--- src/word_mix_hash_stream_core_defines.svh ---
// assertion macros for the word mix hash stream core
// used by files that carry concurrent checks; no other dependencies
`ifndef WORD_MIX_HASH_STREAM_CORE_DEFINES_SVH
`define WORD_MIX_HASH_STREAM_CORE_DEFINES_SVH

// same-cycle implication, checked only out of reset
`define WMH_ASSERT_NOW(lbl, clk, rstn, ante, cons) \
    lbl: assert property (@(posedge clk) disable iff (!(rstn)) (ante) |-> (cons)) \
        else $error("wmh check failed: same cycle");

// next-cycle implication, checked only out of reset
`define WMH_ASSERT_NEXT(lbl, clk, rstn, ante, cons) \
    lbl: assert property (@(posedge clk) disable iff (!(rstn)) (ante) |=> (cons)) \
        else $error("wmh check failed: next cycle");

`endif

--- src/wmh_pkg.sv ---
// shared types, constants and helpers for the word mix hash stream core
// no dependencies
package wmh_pkg;

    localparam int WordW  = 64;
    localparam int HalfW  = 32;
    localparam int CountW = 4;
    localparam int LenW   = 8;
    localparam int BytesPerWord = 8;

    localparam logic [WordW-1:0] HashInit = 64'd2166136261;
    localparam logic [WordW-1:0] MixFull  = 64'hbf58476d1ce4e5b9;
    localparam logic [WordW-1:0] MixTail  = 64'hd6e8feb86659fd93;
    localparam logic [LenW-1:0]  LenInit  = 8'h00;

    // request handed from the word front end to the mixer and state update
    typedef struct packed {
        logic [WordW-1:0] operand;   // hash xor word or tail
        logic             use_tail;  // select tail constant
        logic             do_mix;    // beat carries bytes
        logic             fin;       // beat closes the message
        logic [LenW-1:0]  len_next;  // length after this beat
    } mix_req_t;

    function automatic logic [HalfW-1:0] fold_hash(input logic [WordW-1:0] h);
        fold_hash = h[HalfW-1:0] ^ h[WordW-1:HalfW];
    endfunction

endpackage

--- src/wmh_front.sv ---
// word front end: count saturation, byte masking, tail build and length update
// depends on wmh_pkg
module wmh_front (
    input  logic [wmh_pkg::WordW-1:0]  data_word,
    input  logic [wmh_pkg::CountW-1:0] byte_count,
    input  logic                       last,
    input  logic [wmh_pkg::WordW-1:0]  hash_cur,
    input  logic [wmh_pkg::LenW-1:0]   len_cur,
    output wmh_pkg::mix_req_t          req
);

    logic                       full_word;
    logic [wmh_pkg::CountW-1:0] count_sat;
    logic                       short_word;
    logic [wmh_pkg::WordW-9:0]  masked;
    logic [wmh_pkg::LenW-1:0]   len_add;
    logic [wmh_pkg::WordW-1:0]  tail;

    assign full_word  = byte_count[wmh_pkg::CountW-1];
    assign count_sat  = full_word ? wmh_pkg::CountW'(wmh_pkg::BytesPerWord) : byte_count;
    assign short_word = !full_word && (byte_count != '0);

    // keep byte b only while b is below the count; a tail never reaches the top byte
    always_comb begin
        for (int b = 0; b < wmh_pkg::BytesPerWord - 1; b++) begin
            masked[b*8 +: 8] = (wmh_pkg::CountW'(b) < count_sat) ? data_word[b*8 +: 8]
                                                                 : 8'h00;
        end
    end

    assign len_add = len_cur + wmh_pkg::LenW'(count_sat);
    assign tail    = {masked, len_add};

    always_comb begin
        req.operand  = hash_cur ^ (full_word ? data_word : tail);
        req.use_tail = short_word;
        req.do_mix   = full_word || short_word;
        req.fin      = last || short_word;
        req.len_next = len_add;
    end

endmodule

--- src/wmh_mix.sv ---
// 64-bit modular multiply by one of two mix constants, built from 32-bit partial products
// depends on wmh_pkg
module wmh_mix (
    input  logic [wmh_pkg::WordW-1:0] operand,
    input  logic                      use_tail,
    output logic [wmh_pkg::WordW-1:0] product
);

    logic [wmh_pkg::WordW-1:0] k;
    logic [wmh_pkg::HalfW-1:0] a_lo, a_hi, k_lo, k_hi;
    logic [wmh_pkg::WordW-1:0] p_ll;
    logic [wmh_pkg::HalfW-1:0] p_lh, p_hl;

    assign k    = use_tail ? wmh_pkg::MixTail : wmh_pkg::MixFull;
    assign a_lo = operand[wmh_pkg::HalfW-1:0];
    assign a_hi = operand[wmh_pkg::WordW-1:wmh_pkg::HalfW];
    assign k_lo = k[wmh_pkg::HalfW-1:0];
    assign k_hi = k[wmh_pkg::WordW-1:wmh_pkg::HalfW];

    // high-by-high term falls outside 64 bits; cross terms only need their low halves
    assign p_ll = wmh_pkg::WordW'(a_lo) * wmh_pkg::WordW'(k_lo);
    assign p_lh = a_lo * k_hi;
    assign p_hl = a_hi * k_lo;

    assign product = p_ll + {p_lh + p_hl, {wmh_pkg::HalfW{1'b0}}};

endmodule

--- src/word_mix_hash_stream_core.sv ---
// top level of the word mix hash stream core: handshakes, hash state, result register
// depends on wmh_pkg, wmh_front, wmh_mix and word_mix_hash_stream_core_defines.svh
`include "word_mix_hash_stream_core_defines.svh"

// streaming hash of a byte message sent as little-endian 64-bit words, one word per
// beat. each beat carries the word, a byte count (9 to 15 behave as 8) and tlast.
// a full word is folded in with one constant, a short word of 1 to 7 bytes forms a
// tail (length mod 256 in the low byte, bytes above) folded in with a second constant
// and always closes the message. a closing beat, or an empty beat with tlast, puts the
// 32-bit fold of the hash on the result channel and restarts the hash. an empty beat
// without tlast does nothing. the core takes one beat per clock cycle while the input
// is not stalled; a closing beat writes its fold into the result register. the rate is
// set by the combinational feedback loop (xor plus 64-bit constant multiply) on hash_reg.
// the result register holds a finished hash while input beats keep flowing, and the
// input stalls only when that register is full and the result side is not taking it.
module word_mix_hash_stream_core (
    input  logic        aclk,
    input  logic        aresetn,
    input  logic        s_tvalid,
    output logic        s_tready,
    input  logic [71:0] s_tdata,    // [63:0] data_word, [67:64] byte_count, [71:68] zero
    input  logic        s_tlast,    // last
    output logic        m_tvalid,
    input  logic        m_tready,
    output logic [31:0] m_tdata     // [31:0] hash_value
);

    logic [wmh_pkg::WordW-1:0] hash_reg, hash_next;
    logic [wmh_pkg::LenW-1:0]  len_reg, len_next;
    logic                      out_valid_reg, out_valid_next;
    logic [wmh_pkg::HalfW-1:0] out_data_reg, out_data_next;

    wmh_pkg::mix_req_t         req;
    logic [wmh_pkg::WordW-1:0] product;
    logic [wmh_pkg::WordW-1:0] hash_after;
    logic                      s_fire;
    logic                      m_fire;

    // input is free whenever the result register is empty or being drained
    assign s_tready = !out_valid_reg || m_tready;
    assign s_fire   = s_tvalid && s_tready;
    assign m_fire   = out_valid_reg && m_tready;

    wmh_front u_front (
        .data_word  (s_tdata[wmh_pkg::WordW-1:0]),
        .byte_count (s_tdata[wmh_pkg::WordW +: wmh_pkg::CountW]),
        .last       (s_tlast),
        .hash_cur   (hash_reg),
        .len_cur    (len_reg),
        .req        (req)
    );

    wmh_mix u_mix (
        .operand  (req.operand),
        .use_tail (req.use_tail),
        .product  (product)
    );

    // empty beat leaves the hash as it is
    assign hash_after = req.do_mix ? product : hash_reg;

    always_comb begin
        hash_next      = hash_reg;
        len_next       = len_reg;
        out_valid_next = out_valid_reg && !m_fire;
        out_data_next  = out_data_reg;
        if (s_fire) begin
            if (req.fin) begin
                // message closed: emit fold and restart
                hash_next      = wmh_pkg::HashInit;
                len_next       = wmh_pkg::LenInit;
                out_valid_next = 1'b1;
                out_data_next  = wmh_pkg::fold_hash(hash_after);
            end else begin
                hash_next = hash_after;
                len_next  = req.do_mix ? req.len_next : len_reg;
            end
        end
    end

    always_ff @(posedge aclk) begin
        if (!aresetn) begin
            hash_reg      <= wmh_pkg::HashInit;
            len_reg       <= wmh_pkg::LenInit;
            out_valid_reg <= 1'b0;
        end else begin
            hash_reg      <= hash_next;
            len_reg       <= len_next;
            out_valid_reg <= out_valid_next;
        end
    end

    // result payload, no reset needed
    always_ff @(posedge aclk) begin
        out_data_reg <= out_data_next;
    end

    assign m_tvalid = out_valid_reg;
    assign m_tdata  = out_data_reg;

    // a closing beat leaves the state at its initial value
    `WMH_ASSERT_NEXT(a_restart_after_close, aclk, aresetn, s_fire && req.fin,
        hash_reg == wmh_pkg::HashInit && len_reg == wmh_pkg::LenInit && m_tvalid)

    // state only moves on an accepted beat
    `WMH_ASSERT_NEXT(a_state_held_idle, aclk, aresetn, !s_fire,
        $stable(hash_reg) && $stable(len_reg))

    // an empty result register never back-pressures the input
    `WMH_ASSERT_NOW(a_ready_when_empty, aclk, aresetn, !m_tvalid, s_tready)

    // a beat that closes nothing raises no new result once the old one has gone
    `WMH_ASSERT_NEXT(a_no_spurious_result, aclk, aresetn,
        s_fire && !req.fin && (!m_tvalid || m_tready), !m_tvalid)

endmodule

--- config.mk ---
export PLATFORM = sky130hd
export DESIGN_NAME = word_mix_hash_stream_core
export DESIGN_NICKNAME = d
export VERILOG_FILES = /design/src/wmh_pkg.sv /design/src/wmh_front.sv /design/src/wmh_mix.sv /design/src/word_mix_hash_stream_core.sv
export VERILOG_INCLUDE_DIRS = /design/src /design/src/src
export SDC_FILE = /design/constraint.sdc
export NUM_CORES = 2
export LEC_CHECK = 0
export BUFFER_PORTS_ARGS = -buffer_cell sky130_fd_sc_hd__buf_2
export CORE_AREA = 8 8 326 328
export CTS_CLUSTER_SIZE = 8
export DETAILED_ROUTE_END_ITERATION = 6
export DIE_AREA = 0 0 334 336
export GPL_TIMING_DRIVEN = 1
export PLACE_DENSITY = 0.71
export SLEW_MARGIN = 20
export SYNTH_ARGS = -nofsm -noshare
export SYNTH_HDL_FRONTEND = slang
export SYNTH_SLANG_ARGS = --single-unit
--- constraint.sdc ---
create_clock -name aclk -period 21.6 [get_ports aclk]
set_clock_uncertainty 0.05 [all_clocks]
set_input_delay 4.32 -clock aclk [delete_from_list [all_inputs] [get_ports aclk]]
set_output_delay 4.32 -clock aclk [all_outputs]
set_load 0.01 [all_outputs]
## Yosys cells after proc, flatten, opt, wreduce, memory -nomap -nowiden

Index checks and enable logic that the tools add are counted.
Widths: inputs -> output; s select.

| storage, ports and cells | value |
|---|---|
| bits in registers | 105 |
| input port bits | 77 |
| output and inout port bits | 34 |
| word-level logic and storage cells | 49 |

| cells by class | value |
|---|---|
| add/subtract/negate cells | 3 |
| multipliers | 3 |
| order comparisons | 7 |
| multiplexer cells | 16 |
| bitwise logic cells | 2 |
| reduce and logical (&&, ||, !) cells | 14 |

Operator list:

| cell | number |
|---|---|
| $mux 64 | 3 |
| $mux 8 | 9 |
| $add 64x64->64 | 1 |
| $mul 32x32->32 | 2 |
| $mul 32x32->64 | 1 |
| $xor 64x64->64 | 1 |
| $mux 63 | 1 |
| $add 32x32->32 | 1 |
| $xor 32x32->32 | 1 |
| $lt 3x4->1 const A | 3 |
| $add 8x4->8 | 1 |
| $lt 1x4->1 const A | 2 |
| $lt 2x4->1 const A | 2 |
| $logic_and 1x1->1 | 4 |
| $mux 4 | 1 |
| $reduce_and 2->1 | 2 |
| $reduce_bool 4->1 | 1 |
| $logic_not 1->1 | 3 |
| $logic_or 1x1->1 | 3 |
| $mux 1 | 2 |
| $reduce_bool 2->1 | 1 |

## Longest topological paths before layout

| logic depth | value |
|---|---|
| depth after elaboration | 10 |
| depth in mapped cells | 65 |
| depth with buffers taken out | 58 |

## Modules after synthesis

From an unflattened synthesis, not the netlist that was laid out.

| second synthesis, totals | value |
|---|---|
| cells, all modules | 5195 |
| area, all modules | 54393.4 µm² |

By module, submodules not included:

| module | instances | cells an instance | area an instance (µm²) | sequential area each (µm²) |
|---|---|---|---|---|
| wmh_mix | 1 | 4635 | 48622.9 | 0.0 |
| word_mix_hash_stream_core | 1 | 339 | 4093.9 | 2422.3 |
| wmh_front | 1 | 221 | 1676.6 | 0.0 |

## Worst setup path before layout

OpenSTA, ideal clock, no wires.

| timing path | value |
|---|---|
| path kind | input port to flip-flop |
| start | in s_tdata[67] |
| end | reg out_data_reg, in the netlist m_tdata[31], data pin |
| library setup time | 270 ps |
| data arrival time | 18861 ps |
| data required time | 21280 ps |
| setup slack | 2420 ps |
| stages on the path | 63 |
| path buffers | 7 |
| path through | buf_4 -> buf_6 -> buf_6 -> buf_2 -> buf_1 -> buf_1 -> buf_1 -> nor2b_1 -> ha_1 -> ha_1 -> o21ai_1 -> nand2_1 -> xnor2_1 -> o21ai_0 -> xnor2_1 -> inv_1 -> nand2_1 -> inv_1 -> [... 27 more ...] -> xor2_1 -> fa_1 -> inv_1 -> ha_1 -> ha_1 -> xor2_1 -> xnor2_1 -> xnor2_1 -> xnor2_1 -> xnor2_1 -> xnor2_1 -> xnor3_1 -> xor3_1 -> xnor3_1 -> xnor2_1 -> xnor2_1 -> xnor2_1 -> a21oi_1 |

| between the ends | value |
|---|---|
| cells in the longest elaborated chain, start to end | 10 |

RTL lines:

| what | line | RTL |
|---|---|---|
| start, declared | word_mix_hash_stream_core.sv:21 | `input logic [71:0] s_tdata,` |
| parallel branches: the longest is 8 deep, another holds $add 64x64->64 | n/a |  |
| $mux 64 (*) | word_mix_hash_stream_core.sv:60 | `assign hash_after = req.do_mix ? product : hash_reg;` |
| $xor 32x32->32 (*) | wmh_pkg.sv:26 | `fold_hash = h[HalfW-1:0] ^ h[WordW-1:HalfW];` |
| end signal, assigned | word_mix_hash_stream_core.sv:95 | `out_data_reg <= out_data_next;` |
| end, declared | word_mix_hash_stream_core.sv:31 | `logic [wmh_pkg::HalfW-1:0] out_data_reg, out_data_next;` |

Mark *: on every way between the ends.
A chain may end at the register's enable or synchronous reset.

## Worst setup path in the final report

| timing path | value |
|---|---|
| start | in s_tdata[66] |
| end | reg out_data_reg, in the netlist m_tdata[31], data pin |

Same word-level chain as after synthesis.

==> impl_summary.txt <==
----------------------------------------------------
[Status]
  Result of the run ... complete, no violations

[Critical path]
  Element type at the critical path end ... register
  Register-to-register setup slack ... ~5.8 ns
  Data required time of the worst path ... 21.62 ns
  Cell mode on critical path ... fa_1
  Peak per-stage delay on the critical path ... about 0.9 ns
  Highest-delay cell along the critical path ... xor2_2
  Largest fanout on the critical path ... 14
  Worst Setup Path Type ... input port to register
  Data arrival time of the critical path ... 20.33 ns
  Startpoint Class ... input port

[CTS]
  Clock transition at the registers of the reported paths ... roughly 0.080 ns
  Number of hold-repair buffers added at the cts stage ... 0
  Number of H-tree branching levels ... 3
  TritonCTS clock tree ... built
  Clk_lat worst skew ... between 0.3 and 0.4 ns
  Root buffer selected by CTS ... clkbuf_16
  Post-CTS setup repair buffer count ... 0
  Count of clock tree sinks ... ~110
  Number of buffers on the longest clock path ... 2
  Cells resized by post-CTS repair ... 0
  Number of CTS-inserted buffers ... 9

[Floorplan]
  Full die area ... 0.112 mm^2
  Floorplan die height ... approximately 340 um
  Starting utilization of the core area ... 0.547
  Std-Cell Core Area ... between 0.1 and 0.15 mm^2
  Row count ... between 100 and 150
  IO Pins ... about 110
  Die boundary width ... 334 um

[Synthesis]
  Post-synth top area share ... 0.503
  Count of flip-flops with a built-in enable after synthesis ... 32
  Netlist area before placement ... 0.0552 mm^2
  Dominant cell type by area after synthesis ... fa_1
  Post-synthesis sequential element count ... between 100 and 150
  Largest family of logic cells by synthesized area ... adder cells
  Sequential area share after synthesis ... 0.0439
  Xor and xnor area share after synthesis ... 0.0474
  Simple-gate share of the synthesized area ... 0.0517
  Synthesized-area fraction occupied by adder cells ... 0.668
  Mean instance size in the synthesized netlist ... between 10 and 15 um^2
  Area contributors post-synth ... fa_1 50%, ha_1 17%, inv_1 12%, xnor2_1 3.2%, dfxtp_1 2.6%
  Compound-cell area share of the yosys netlist ... 0.0571
  Share of synthesized area spent on multiplexers ... 0.00456
  Share of flip-flops with an asynchronous set or reset ... 0
  Synth cell types ... 80
  Most frequently used flop master after synthesis ... dfxtp_1
  YS warnings ... 0
  Synthesized netlist cell count ... 5511

[Layout]
  Flip-flop count of the largest register, all copies and words added ... 64
  Combined area of the multi-input logic cells ... about 0.046 mm^2
  Number of filler instances in the final layout ... approximately 9000
  Footprint of the flip-flops and latches ... around 0.0024 mm^2
  Area delta synth->final ... 5.84%
  Final-stage net count ... 7895
  Proportion of layout cells with a drive suffix above 1 ... 0.0473

[Timing]
  Worst rel slew slack ... 0.205
  Final hold violations ... 0
  Setup repair after global routing missed its margin ... false
  # setup viols final ... 0
  Post-layout minimum cycle time ... approximately 20 ns
  Slew Limit Fails ... 0
  Setup total negative slack ... 0 ns
  Transition time at the pin with the least slew margin ... 1.18 ns
  Final period utilization ... 0.940
  Highest achievable clock rate ... 49.2 MHz

[Global route]
  Maximum number of pins on one net before global-route repair ... 86
  Sum of overflow across all layers after global routing ... 0
  Global router's overall resource usage ... 0.363
  Initial antenna violation count ... 7
  Met2 capacity usage during global routing ... 0.553
  First-pass GRT wire length ... around 290 mm
  Most Used Layer, Global Route ... met2
  Vias in the first global route ... 42100
  Met1 Track Usage GR ... 0.474
  Met3 Use GR ... 0.0821

[Place]
  Final HPWL from detailed placement ... roughly 180 mm
  Number of buffers added on ports ... roughly 110
  GP Congestion ... between 1 and 1.5

[Routing]
  Initial detailed-routing violation count ... roughly 3700
  Remaining routing DRC violations ... 0
  Drt wl/cell ... approximately 28 um
  Routed vias/inst ... approximately 5.6
  First drt pass iteration count ... 6
  Routed via count ... 39500
  Routed wire length ... 200 mm
  Antenna violation net count after detailed routing ... 0

[Min path]
  Path class of the lowest-slack min-delay path ... register to register

[Job]
  Number of maximum-capacitance violations ... 0

----------------------------------------------------
layer usage:
| metal | share of wire | routed length, um | up-vias |
|---|---|---|---|
| met5 | 0.00065 | 131 | - |
| met4 | 0.080 | 16000 | 6 |
| met3 | 0.098 | 19600 | 514 |
| met2 | 0.44 | 88200 | 2087 |
| met1 | 0.38 | 76200 | 20300 |
| li1 | - | - | 16600 |
layout make-up:
type                    count  share of cell area
diodes                      7            0.000300
clock buffers               9             0.00385
clock inverters             7             0.00113
inverters                1765               0.113
multi-input cells        3624               0.791
flip-flops and latches    105              0.0415
well taps                1309              0.0280
repair buffers            198              0.0209
cells in the final DEF (no fill, tap or decap), types with 6 or more instances in the layout:
| cell type | instances |
|---|---|
| nand2_1 | 273 |
| o21a_1 | 10 |
| nand4_1 | 9 |
| a21boi_0 | 10 |
| nand3_1 | 31 |
| a22oi_1 | 48 |
| a21o_1 | 52 |
| clkbuf_16 | 9 |
| buf_2 | 105 |
| a22o_1 | 17 |
| xor2_2 | 8 |
| edfxtp_1 | 32 |
| xnor2_2 | 14 |
| and2_1 | 27 |
| a21oi_1 | 134 |
| o21ai_0 | 108 |
| nor3_1 | 13 |
| diode_2 | 7 |
| mux2i_1 | 24 |
| xor2_1 | 73 |
| inv_1 | 1762 |
| conb_1 | 79 |
| or2_2 | 11 |
| buf_4 | 93 |
| nor3b_1 | 9 |
| ha_1 | 729 |
| xnor2_1 | 190 |
| o21bai_1 | 10 |
| fa_1 | 1386 |
| dfxtp_1 | 73 |
| and3_1 | 10 |
| nor2b_1 | 48 |
| a2111oi_0 | 6 |
| o211ai_1 | 20 |
| nor2_1 | 160 |
| a31oi_1 | 6 |
| nand2b_1 | 20 |
cells by family after synthesis:
kind of cell             count (synthesis)
XOR/XNOR                               289
adder cells (fa/ha/maj)               2116
other                                    2
AND/OR/NAND/NOR                        633
flip-flops                             105
AO/OA/AOI/OAI                          482
buffers and inverters                 1859
multiplexers                            25
stage by stage:
step                      hold slack (ns)  std cells  utilization  setup slack, ns  instance area (um^2)
final                               0.467       7024        0.579             1.29                 58400
after global routing                0.483       7017        0.578            0.973                 58400
after CTS                           0.467       7017        0.578             1.79                 58400
after detailed placement            0.457       7001        0.575             1.48                 58100
after global placement              0.439       7001        0.575             1.59                 58100
after floorplan                     0.409       5588            -             2.42                 55500
synth_stat cells (all sizes together), types with 4 or more instances:
cell type,n
a21boi,11
edfxtp,32
a21oi,134
nand3b,5
dfxtp,73
and2,28
a22o,17
xor2,82
or2,11
a211o,4
nor2b,48
a22oi,50
xnor2,204
and4,5
fa,1386
buf,27
o21a,10
o211ai,20
a2111oi,6
a31oi,7
inv,1763
nor3b,9
a31o,4
clkbuf,67
nand2b,20
nand4,9
o21bai,10
a211oi,4
o21ai,110
nand2,273
nand3,31
ha,729
mux2i,24
a41oi,5
o31ai,4
nor3,15
nor2,162
and3,10
o31a,5
a21o,52
critical path, delay by kind of cell:
family          cells  cell delay (ns)
compound gates      8             2.51
xor+xnor            6             2.19
fa+ha+maj          18             7.94
buf+inv             9             1.06
simple gates        6             2.24
worst paths after layout:
check,startpoint,cells after the start,to
setup reg to reg,len_reg[0],47,m_tdata[31]
setup / recovery,s_tdata[66],47,m_tdata[31]
hold reg to reg,len_reg[6],2,len_reg[6]
hold / removal,len_reg[6],2,len_reg[6]
Power is not shown: default switching activity piles up to over one toggle a cycle in this logic, so the estimate is an artifact.
